### config.mk
export PLATFORM = sky130hd
export DESIGN_NAME = slwl_ram
export DESIGN_NICKNAME = d
export VERILOG_FILES = /design/src/design/slwl_ram.sv
export SDC_FILE = /design/constraint.sdc
export NUM_CORES = 1
export LEC_CHECK = 0
export BUFFER_PORTS_ARGS = -buffer_cell sky130_fd_sc_hd__buf_4
export CAP_MARGIN = 10
export CORE_ASPECT_RATIO = 0.6
export CORE_MARGIN = 2
export CORE_UTILIZATION = 54
export DETAILED_ROUTE_END_ITERATION = 10
export GPL_ROUTABILITY_DRIVEN = 1
export PLACE_DENSITY = 0.72
export REMOVE_ABC_BUFFERS = 1
export SYNTH_ARGS = -nofsm -noshare
export SYNTH_HDL_FRONTEND = slang
export SYNTH_SLANG_ARGS = --single-unit
### constraint.sdc
create_clock -name clock -period 5.3 [get_ports clock]
set_clock_uncertainty 0.2 [all_clocks]
set_input_delay 0.795 -clock clock [delete_from_list [all_inputs] [get_ports clock]]
set_output_delay 0.795 -clock clock [all_outputs]
set_load 0.05 [all_outputs]
### src/design/slwl_ram.sv
// slwl_ram: generic simple dual-port RAM, one write and one registered read
// port per cycle. No package dependencies.
`default_nettype none

module slwl_ram #(
   parameter int DATA_W = 8,
   parameter int WORDS  = 16,
   localparam int ADDR_W = (WORDS > 1) ? $clog2(WORDS) : 1
) (
   input  wire logic              clock,
   input  wire logic              we,
   input  wire logic [ADDR_W-1:0] waddr,
   input  wire logic [DATA_W-1:0] wdata,
   input  wire logic [ADDR_W-1:0] raddr,
   output logic      [DATA_W-1:0] rdata
);

   logic [DATA_W-1:0] mem_ff [WORDS];

   // write port
   always_ff @(posedge clock) begin
      if (we) begin
         mem_ff[waddr] <= wdata;
      end
   end

   // registered read port
   always_ff @(posedge clock) begin
      rdata <= mem_ff[raddr];
   end

endmodule

`default_nettype wire

### Yosys cells after proc, flatten, opt, wreduce, memory -nomap -nowiden

Memories as Yosys holds them, arrays and structs flattened. A register that Yosys moved wholly into a read port is not among the register bits.
Cells that the tools add are included.

| word-level totals | value |
|---|---|
| bits in registers | 0 |
| bits in latches | 0 |
| RAM bits | 128 |
| ROM bits | 0 |
| input port bits | 18 |
| output and inout bits | 8 |
| word-level logic and storage cells | 3 |
| memories | 1 |

| operators by class | value |
|---|---|
| add/sub/neg operators | 0 |
| multiply operators | 0 |
| divide/modulo/power cells | 0 |
| $lt $le $gt $ge | 0 |
| equal/unequal tests | 0 |
| shift-type cells | 0 |
| mux-type cells | 2 |
| bitwise gates (word level) | 0 |
| reduce and logical (&&, ||, !) cells | 0 |

Memory list:

| name | depth | bits a word | read ports | clocked after Yosys merged registers in | write ports | RTL line | RTL |
|---|---|---|---|---|---|---|---|
| mem_ff | 16 | 8 | 1 | 1 | 1 | 18 | `logic [DATA_W-1:0] mem_ff [WORDS];` |

Operator list:

| cell | count |
|---|---|
| two-way mux 1 bit | 2 |

### Longest topological paths before layout

| logic depth | value |
|---|---|
| word-level depth | 2 |
| depth in mapped cells | 5 |
| gate-level depth less buffers | 3 |

### Worst setup path before layout

Ideal clock, no wire load.

| path | value |
|---|---|
| path kind | input port to flip-flop |
| from | in waddr[2] |
| to | mem mem_ff[0][0], enable pin |
| setup time | 383 ps |
| arrival time | 1,905 ps |
| data required time | 4,717 ps |
| slack | 2,812 ps |
| stages on the path | 2 |
| path buffers | 0 |
| cell sequence | or3b_2 nor3_1 |

RTL lines:

| element | RTL line | RTL |
|---|---|---|
| from (decl) | 12 | `input wire logic [ADDR_W-1:0] waddr,` |
| to (decl) | 18 |  |

No word-level cell before the write port.

### Final worst setup path

| path | value |
|---|---|
| from | in waddr[2] |
| to | mem mem_ff[1][7], enable pin |

No word-level cell before the write port.

==> impl_metrics.csv <==
group,metric,value,unit
pwr,power.total,2.59,mW
clock_tree,htree_levels,4,
synthesis,syn_inst,229,
detailed_routing,avgRoutedWirePerCell,22.8,microns
sta,drv_slew,0,
cells_and_area,stdcell_area,6070,sq um
clock_tree,clkTransAtPathRegs,50,ps
synthesis,yosys_warnings,0,
sta,worst_slack,3040,ps
worst_setup_path,worstPathArrival,2090,ps
synthesis,ys.flop_type,"edfxtp_1",
placement,dpl.hpwl,5650,microns
grt,met3_usage,0.0704,
floorplan,boundaryPins,26,
detailed_routing,wirelength,9290,microns
detailed_routing,drtPass1Iterations,4,
synthesis,synthTopCellsByArea,"edfxtp_1, mux4_2, mux4_1",
grt,grt_overflow_total,0,
pwr,ir_drop,306,uV
grt,grt_max_degree,33,
floorplan,die_w,130,microns
worst_setup_path,critPathMaxFanout,8,
detailed_routing,drtIter0Drc,250,
detailed_routing,avgViaCountPerCell,5.69,
detailed_routing,drc_errors,0,
cells_and_area,syn_to_final_growth,17.9,%
sta,post-route-min-period,2260,ps
grt,use_met2,0.269,
clock_tree,cts-root-buf,"clkbuf_16",
clock_tree,clk_latency,410,ps
sta,grt_setup_unrepaired,"no",
grt,track_usage,0.204,
floorplan,initial_core_util,0.558,
floorplan,chipHeight,79.6,microns
grt,antenna_found_initial,0,
synthesis,synth_area,5150,sq um
min_path,whs_path_depth,3,
detailed_routing,ant_nets,0,
floorplan,die_area,10400,sq um
worst_setup_path,reg2regPathDepth,3,
clock_tree,cts_resized,0,
clock_tree,tritoncts,"done",
clock_tree,cts_setup_buffers,0,
synthesis,yosysTopAreaCellShare,0.747,
synthesis,ys_types,19,
placement,dp_slack,2360,ps
clock_tree,cts_hold_buf,0,
worst_setup_path,cp-end-kind,"register",
pwr,p_per_area,427,nW/um^2
worst_setup_path,critPathKind,"in2reg",
placement,gp_congestion,0.752,
sta,fmax,0.442,GHz
grt,grt_pass1_vias,2375,
detailed_routing,dr_total_vias,2320,
worst_setup_path,cp-start-kind,"input pin",
status,status,"completed",
worst_setup_path,crit_required,5130,ps
synthesis,ys_seq_elements,136,
cells_and_area,fin_cells,408,
cells_and_area,n_antenna_cell,0,
clock_tree,cts_sinks,136,
synthesis,synth-async-reset-ratio,0,
synthesis,synth_seq_area_share,0.778,
sta,tightest_slew,1040,ps
cells_and_area,num-fill-cells,598,
placement,post_dp_cell_area,5430,sq um
run,drv_cap,0,
synthesis,synth_edf_count,128,
synthesis,synth.largest_area_cell,"edfxtp_1",
grt,grt_use_met1,0.310,
grt,grt_busiest_layer,"met1",
pwr,p_leak,2.03,nW
floorplan,core_region_area,9220,sq um
sta,worst_slew_margin_rel,0.304,
grt,grt_pass1_wl,14100,microns
sta,finalSetupViolations,0,
cells_and_area,drive_gt1_frac,0.277,
floorplan,row_count,27,
sta,hold_viol,0,
synthesis,synth.avg_cell_area,22.5,sq um
placement,numPortBuffers,25,
cells_and_area,fin_util,0.658,
sta,tns,0,ps
cells_and_area,fin_nets,283,
placement,placed_cells,375,
clock_tree,clock_path_buffers,2,
sta,holdWs,473,ps
sta,fin_crit_sh,0.427,
min_path,min_path_type,"reg2reg",
clock_tree,cts_made_buffers,17,
-- per-layer routing --
layer	share of wire	up-vias
met5	0	-
met4	0.0084	0
met3	0.079	6
met2	0.44	83
met1	0.47	1180
li1	-	1051
-- area by class of cell --
class,count,area [sq um],area share
Timing Repair Buffer,27,200,0.0330
Sequential cell,136,4000,0.660
Clock buffer,18,429,0.0707
Tap cell,130,163,0.0268
Clock inverter,14,205,0.0338
Multi-Input combinational cell,83,1070,0.176
-- Yosys cell counts, types with 2 or more instances --
| cell | number |
|---|---|
| a22oi_1 | 16 |
| nand3b_1 | 2 |
| nor2_1 | 13 |
| dfxtp_1 | 8 |
| nor3_1 | 4 |
| buf_6 | 3 |
| mux4_2 | 18 |
| buf_2 | 3 |
| clkdlybuf4s25_2 | 3 |
| edfxtp_1 | 128 |
| nand2_1 | 9 |
| mux4_1 | 14 |
| nand2b_1 | 2 |
-- worst max-delay path, stage by stage --
cell and delay [ps]:
buf_4 120, or3b_2 510, nor2_1 660
-- flip-flops by register name, summed over array words and instances (netlist names) --
register / count
mem_ff: 128
rdata: 8
-- layout by cell type, fill, tap and decap left out --
| cell | count |
|---|---|
| and2_1 | 1 |
| clkinvlp_4 | 2 |
| nor3_1 | 2 |
| nor3_2 | 2 |
| bufinv_16 | 5 |
| buf_4 | 26 |
| mux4_2 | 18 |
| nand3_1 | 1 |
| buf_2 | 1 |
| edfxtp_1 | 128 |
| nand3b_1 | 2 |
| clkinv_2 | 3 |
| nand2b_1 | 2 |
| a22oi_1 | 16 |
| nand2_1 | 9 |
| clkbuf_1 | 1 |
| mux4_1 | 14 |
| clkbuf_16 | 17 |
| dfxtp_1 | 8 |
| clkinv_4 | 2 |
| nor2b_1 | 1 |
| nor2_1 | 13 |
| clkinv_1 | 2 |
| or3b_2 | 1 |
| and2b_1 | 1 |
-- logic make-up (layout without fill, tap and decap cells) --
logic type | count (synthesis) | count (layout) | share of synthesized area
AOI/OAI and AO/OA | 16 | 16 | 0.0233
buffers and inverters | 10 | 59 | 0.0168
DFF | 136 | 136 | 0.778
muxes | 32 | 32 | 0.150
and+or+nand+nor | 35 | 35 | 0.0318
-- final timing paths --
path / startpoint / to / slack (ps)
setup reg to reg: mem_ff[4][0] / rdata[0] / 3740
hold reg to reg: mem_ff[14][7] / rdata[7] / 470
setup / recovery: waddr[2] / mem_ff[1][7] / 3040
hold / removal: mem_ff[14][7] / rdata[7] / 470
-- power breakdown --
| part | internal [mW] | switching (mW) | total (mW) |
|---|---|---|---|
| clock network | 0.829 | 0.415 | 1.24 |
| registers | 1.20 | 0.00610 | 1.21 |
| logic | 0.0509 | 0.0848 | 0.136 |
No activity file was read; power rests on OpenSTA's default activity.
