===== src/design/slwl_pkg.sv =====
// slwl_pkg: shared types, constants and helper functions for the
// sliding window log rate limiter. No dependencies; imported by slwl_expiry
// and the top module.
`default_nettype none

package slwl_pkg;

   // sizing
   localparam int TENANTS = 128;
   localparam int DEPTH   = 16;

   // fixed field widths
   localparam int TENANT_W = 7;
   localparam int TS_W     = 48;
   localparam int WINDOW_W = 24;
   localparam int MAXREQ_W = 5;
   localparam int OUTCNT_W = 5;
   localparam int CSR_AW   = 1;
   localparam int CSR_DW   = 24;

   // derived widths
   localparam int TIDX_W = (TENANTS > 1) ? $clog2(TENANTS) : 1;
   localparam int HEAD_W = (DEPTH > 1) ? $clog2(DEPTH) : 1;
   localparam int CNT_W  = $clog2(DEPTH + 1);
   localparam int SUM_W  = CNT_W + 1;
   localparam int TS_WORDS = TENANTS * DEPTH;
   localparam int TS_AW  = (TS_WORDS > 1) ? $clog2(TS_WORDS) : 1;

   // register reset values
   localparam logic [WINDOW_W-1:0] WINDOW_RESET = WINDOW_W'(10000);
   localparam logic [MAXREQ_W-1:0] MAXREQ_RESET = MAXREQ_W'(10);

   // register indexes
   localparam logic [CSR_AW-1:0] REG_WINDOW = 1'b0;
   localparam logic [CSR_AW-1:0] REG_MAXREQ = 1'b1;

   typedef logic [TIDX_W-1:0] tidx_type;
   typedef logic [HEAD_W-1:0] head_type;
   typedef logic [CNT_W-1:0]  cnt_type;
   typedef logic [TS_AW-1:0]  ts_addr_type;

   // per-tenant queue descriptor
   typedef struct packed {
      head_type head;
      cnt_type  count;
   } meta_type;

   typedef enum logic [1:0] {
      ST_IDLE,
      ST_META,
      ST_CHK,
      ST_FIN
   } slwl_state_type;

   // circular slot of head plus offset
   function automatic head_type slot_add(input head_type head, input cnt_type offs);
      logic [SUM_W-1:0] sum;
      sum = SUM_W'(head) + SUM_W'(offs);
      if (sum >= SUM_W'(DEPTH)) begin
         sum = sum - SUM_W'(DEPTH);
      end
      return HEAD_W'(sum);
   endfunction

   // flat timestamp store address of a tenant's slot
   function automatic ts_addr_type ts_addr(input tidx_type t, input head_type s);
      return TS_AW'(TS_AW'(t) * TS_AW'(DEPTH) + TS_AW'(s));
   endfunction

endpackage

`default_nettype wire


===== src/design/slwl_expiry.sv =====
// slwl_expiry: shared age compare unit, decides whether one stored timestamp
// has left the window. Depends on slwl_pkg.
`default_nettype none

module slwl_expiry (
   input  wire logic [slwl_pkg::TS_W-1:0]     now_ms,
   input  wire logic [slwl_pkg::TS_W-1:0]     stamp,
   input  wire logic [slwl_pkg::WINDOW_W-1:0] window_ms,
   output logic                               expire
);
   import slwl_pkg::*;

   logic [TS_W-1:0] age;

   // entries newer than now never expire
   always_comb begin
      age    = now_ms - stamp;
      expire = (now_ms >= stamp) && (age >= TS_W'(window_ms));
   end

endmodule

`default_nettype wire


===== config.mk =====
export PLATFORM = sky130hd
export DESIGN_NAME = slwl_expiry
export DESIGN_NICKNAME = d
export VERILOG_FILES = /design/src/design/slwl_pkg.sv /design/src/design/slwl_expiry.sv
export SDC_FILE = /design/constraint.sdc
export NUM_CORES = 1
export LEC_CHECK = 0
export BUFFER_PORTS_ARGS = -buffer_cell sky130_fd_sc_hd__buf_2
export CAP_MARGIN = 40
export CORE_MARGIN = 2
export CORE_UTILIZATION = 35
export DETAILED_ROUTE_END_ITERATION = 6
export SYNTH_ARGS = -nofsm -noshare
export SYNTH_HDL_FRONTEND = slang
export SYNTH_SLANG_ARGS = --single-unit

===== constraint.sdc =====
create_clock -name vclk -period 8.25
set_input_delay 1.65 -clock vclk [all_inputs]
set_output_delay 1.65 -clock vclk [all_outputs]
set_load 0.01 [all_outputs]

* Yosys cells after proc, flatten, opt, wreduce, memory -nomap -nowiden *
Index checks and enable logic that the tools add are counted.

word-level totals
  register bits after elaboration = 0
  memories = 0
  bits in read-only memories = 0
  bits in writable memories = 0
  latch bits = 0
  word-level logic and storage cells = 4
  bits of input ports = 120
  output and inout bits = 1

cells by class
  add/subtract/negate cells = 1
  bitwise operators = 0
  multipliers = 0
  shifts and indexed selects = 0
  magnitude comparators = 2
  divide/modulo/power cells = 0
  multiplexer cells = 0
  reductions and logical operators = 1
  eq/ne operators = 0

operator list
  cell                 number
  $ge A48 B24 Y1       1
  $ge A48 B48 Y1       1
  $sub A48 B48 Y48     1
  $logic_and A1 B1 Y1  1

* Logic depth before layout (Yosys ltp) *
  word-level depth = 3
  depth in mapped cells = 25
  mapped depth without buffers = 25

* Worst setup path before layout *
No wires, ideal clock.

  path type = in2out
  start = in now_ms[0] (netlist name)
  end = out expire
  slack = 0.803 ns
  arrival time = 5.797 ns
  stages on the path = 25
  buffers on the path = 0
  data required time = 6.600 ns
  path through = inv_1 ha_1 inv_1 fa_1 a21o_1 a221oi_2 o21ai_2 nand2_1 nor3b_1 o21ai_0 a21boi_0 o21bai_1 a21oi_1 xnor2_1 ha_1 nand4_1 nor3_1 a221o_1 a211oi_1 and3_1 nand4_1 nor4_1 nand4_1 nor4_2 a41oi_1

on the way
  cells in the longest elaborated chain, start to end = 3
  elaborated cells on any way between the ends = 4
  classes of those cells = 1 x add/sub; 2 x order compare; 1 x reduce/logical

ends and longest elaborated chain
  what                   RTL line           source
  start, declared        slwl_expiry.sv:6   input wire logic [slwl_pkg::TS_W-1:0] now_ms,
  $sub A48 B48 Y48       slwl_expiry.sv:17  age = now_ms - stamp;
  $ge A48 B24 Y1         slwl_expiry.sv:18  expire = (now_ms >= stamp) && (age >= TS_W'(window_ms));
  $logic_and A1 B1 Y1 *  slwl_expiry.sv:18
  end, declared          slwl_expiry.sv:9   output logic expire

Mark *: on every way between the ends. The rest lies on a longest branch, timed or not.

* Worst setup path after layout *
Same ends and word-level chain as after synthesis.

==> impl_metrics.env <==
export IMPL_coreArea_mm2=0.0109
export IMPL_power_leakage_uw=0.00238
export IMPL_ant_nets=0
export IMPL_synthToLayoutAreaGrowth_pct=19.1
export IMPL_finalMaxSlewViolations=0
export IMPL_register_area_um2=0
export IMPL_gr_total_overflow=0
export IMPL_combPwrFrac=1.000
export IMPL_post_route_period_util=0.959
export IMPL_vias=4690
export IMPL_worstPathRequired_ps=6600
export IMPL_drv_cap=0
export IMPL_n_sequential_cell=0
export IMPL_crit_cells=27
export IMPL_net_switching_power_uw=212
export IMPL_critPathMaxFanout=3
export IMPL_crit_buf_inv=4
export IMPL_critPathLaunchType="input port"
export IMPL_hpwl_um=10900
export IMPL_fin_cells=848
export IMPL_synthCells=600
export IMPL_status="completed"
export IMPL_hold_violations=0
export IMPL_yosys_warnings=0
export IMPL_n_clock_buffer=0
export IMPL_max_stage_delay_ps=400
export IMPL_synth_most_common_cell="inv_1"
export IMPL_grt_max_degree=11
export IMPL_hold_slack_ps=4000
export IMPL_finish_utilization=0.430
export IMPL_rsz0062_at_grt="false"
export IMPL_intPower_uw=156
export IMPL_critPathTopFamily="compound AO/OA/AOI/OAI gates"
export IMPL_criticalPathCategory="input port to output pin"
export IMPL_holdCritPathClass="input port to output pin"
export IMPL_fin_total_pwr_uw=368
export IMPL_setup_viol=0
export IMPL_switching_share=0.576
export IMPL_multiInputGateArea_mm2=0.00354
export IMPL_drcViolationCount=0
export IMPL_synth_nets=793
export IMPL_layout_drive_gt1_share=0.212
export IMPL_p_seq_frac=0
export IMPL_num_io_pins=121
export IMPL_numPortBuffers=121
export IMPL_synth_common_cells="inv_1, ha_1, a21oi_1, nand2_1, nor2_1"
export IMPL_synth_cell_types=75
export IMPL_p_per_area_mw_per_mm2=78.5
export IMPL_grtUsageTotal=0.203
export IMPL_slowest_stage="fa_1"
export IMPL_yosysSeqAreaShare=0
export IMPL_period_minus_slack_ps=7910
export IMPL_fin_tns_setup_ps=0
export IMPL_synth_top_cell_area_share=0.229
export IMPL_synthesis_area_mm2=0.00393
export IMPL_drt_first_pass_iters=5
export IMPL_max_freq_mhz=126
export IMPL_routed_wl_um=12500
export IMPL_hold_buffers=0
export IMPL_hp_start="stamp[47]"
export IMPL_dpl_cell_count=845
export IMPL_grt_pass1_vias=4189
export IMPL_fp_dieH_um=110
export IMPL_grt_pass1_wl_um=20000
export IMPL_detail_route_wl_per_cell_um=14.8
export IMPL_antenna_found_initial=0
export IMPL_final_nets=903
export IMPL_dieArea_mm2=0.0121
export IMPL_dieWidth_um=110
export IMPL_nFillCells=1199
export IMPL_initial_core_util=0.361
export IMPL_rows=38
export IMPL_synthTopCellsByArea="ha_1, inv_1, a21oi_1, nand2_1, o21ai_0"
export IMPL_path_common_cell="nand4_1"
export IMPL_holdPathStages=6
export IMPL_via_per_inst=5.53
export IMPL_antennaDiodeCount=0
export IMPL_p_clk_frac=0
export IMPL_hold_end="expire"
export IMPL_worstPathArrival_ps=6260
export IMPL_ir_worst_vdd_mv=0.0275
export IMPL_end_kind="output pin"
export IMPL_synth_area_per_cell_um2=6.56
export IMPL_gp_congestion=0.939
export IMPL_dr_first_iter_drc_count=204
export IMPL_slew_headroom=0.615
export IMPL_worstMarginPinSlew_ps=573
export IMPL_synth_top_cell_by_area="ha_1"
[placed cells by master (no fill, tap or decap), drive strengths merged, types with 7 or more instances in the layout]
cell / instances
a211oi: 11
a21o: 12
a21oi: 61
and3: 8
buf: 125
ha: 72
inv: 89
nand2: 60
nand3: 8
nand4: 18
nor2: 40
nor3: 16
nor4: 7
o21ai: 43
o21bai: 8
xnor2: 15
xor2: 13
[power groups by stage]
| stage | Combinational (µW) | Clock, µW | Sequential, µW |
|---|---|---|---|
| final | 368 | 0 | 0 |
| after global routing | 415 | 0 | 0 |
| after CTS | 361 | 0 | 0 |
| after detailed placement | 358 | 0 | 0 |
| after global placement | 355 | 0 | 0 |
| after floorplan | 258 | 0 | 0 |
[what timing repair did]
action / 4_1_cts / 5_1_grt
buffers inserted: 0 / 3
gates resized for setup: 0 / 3
endpoints found under the setup margin: 0 / 1
[cell type report]
type                            instances  share of cell area
Multi-Input combinational cell        494               0.756
Timing Repair Buffer                  125               0.136
Inverter                               89              0.0713
Tap cell                              140              0.0374
[cells by family after synthesis]
kind of cell | after synthesis | share of synthesized area
buffers and inverters | 106 | 0.104
muxes | 4 | 0.0102
xor gates and xnor gates | 28 | 0.0623
adders and majority gates | 73 | 0.234
and+or+nand+nor | 186 | 0.233
AOI/OAI and AO/OA | 203 | 0.356
[worst max path at each step]
stage / from / slack, ps / endpoint
final: now_ms[0] / 340 / expire
after global routing: now_ms[0] / 40 / expire
after CTS: now_ms[0] / 40 / expire
after detailed placement: now_ms[0] / 70 / expire
after global placement: now_ms[0] / 240 / expire
after floorplan: now_ms[0] / 800 / expire
[layer usage]
metal | GRT usage | routed length [µm] | vias up
met5 | 0 | 0 | -
met4 | 0.0181 | 111 | 0
met3 | 0.00529 | 668 | 8
met2 | 0.323 | 5440 | 139
met1 | 0.313 | 6300 | 2137
li1 | - | - | 2406
[through the flow]
step	setup slack, ps	area (µm²)
after floorplan	803	3930
after global placement	242	4650
after detailed placement	68.4	4650
after CTS	43.1	4650
after global routing	36.9	4680
final	342	4680
No activity file was read; power rests on OpenSTA's default activity.
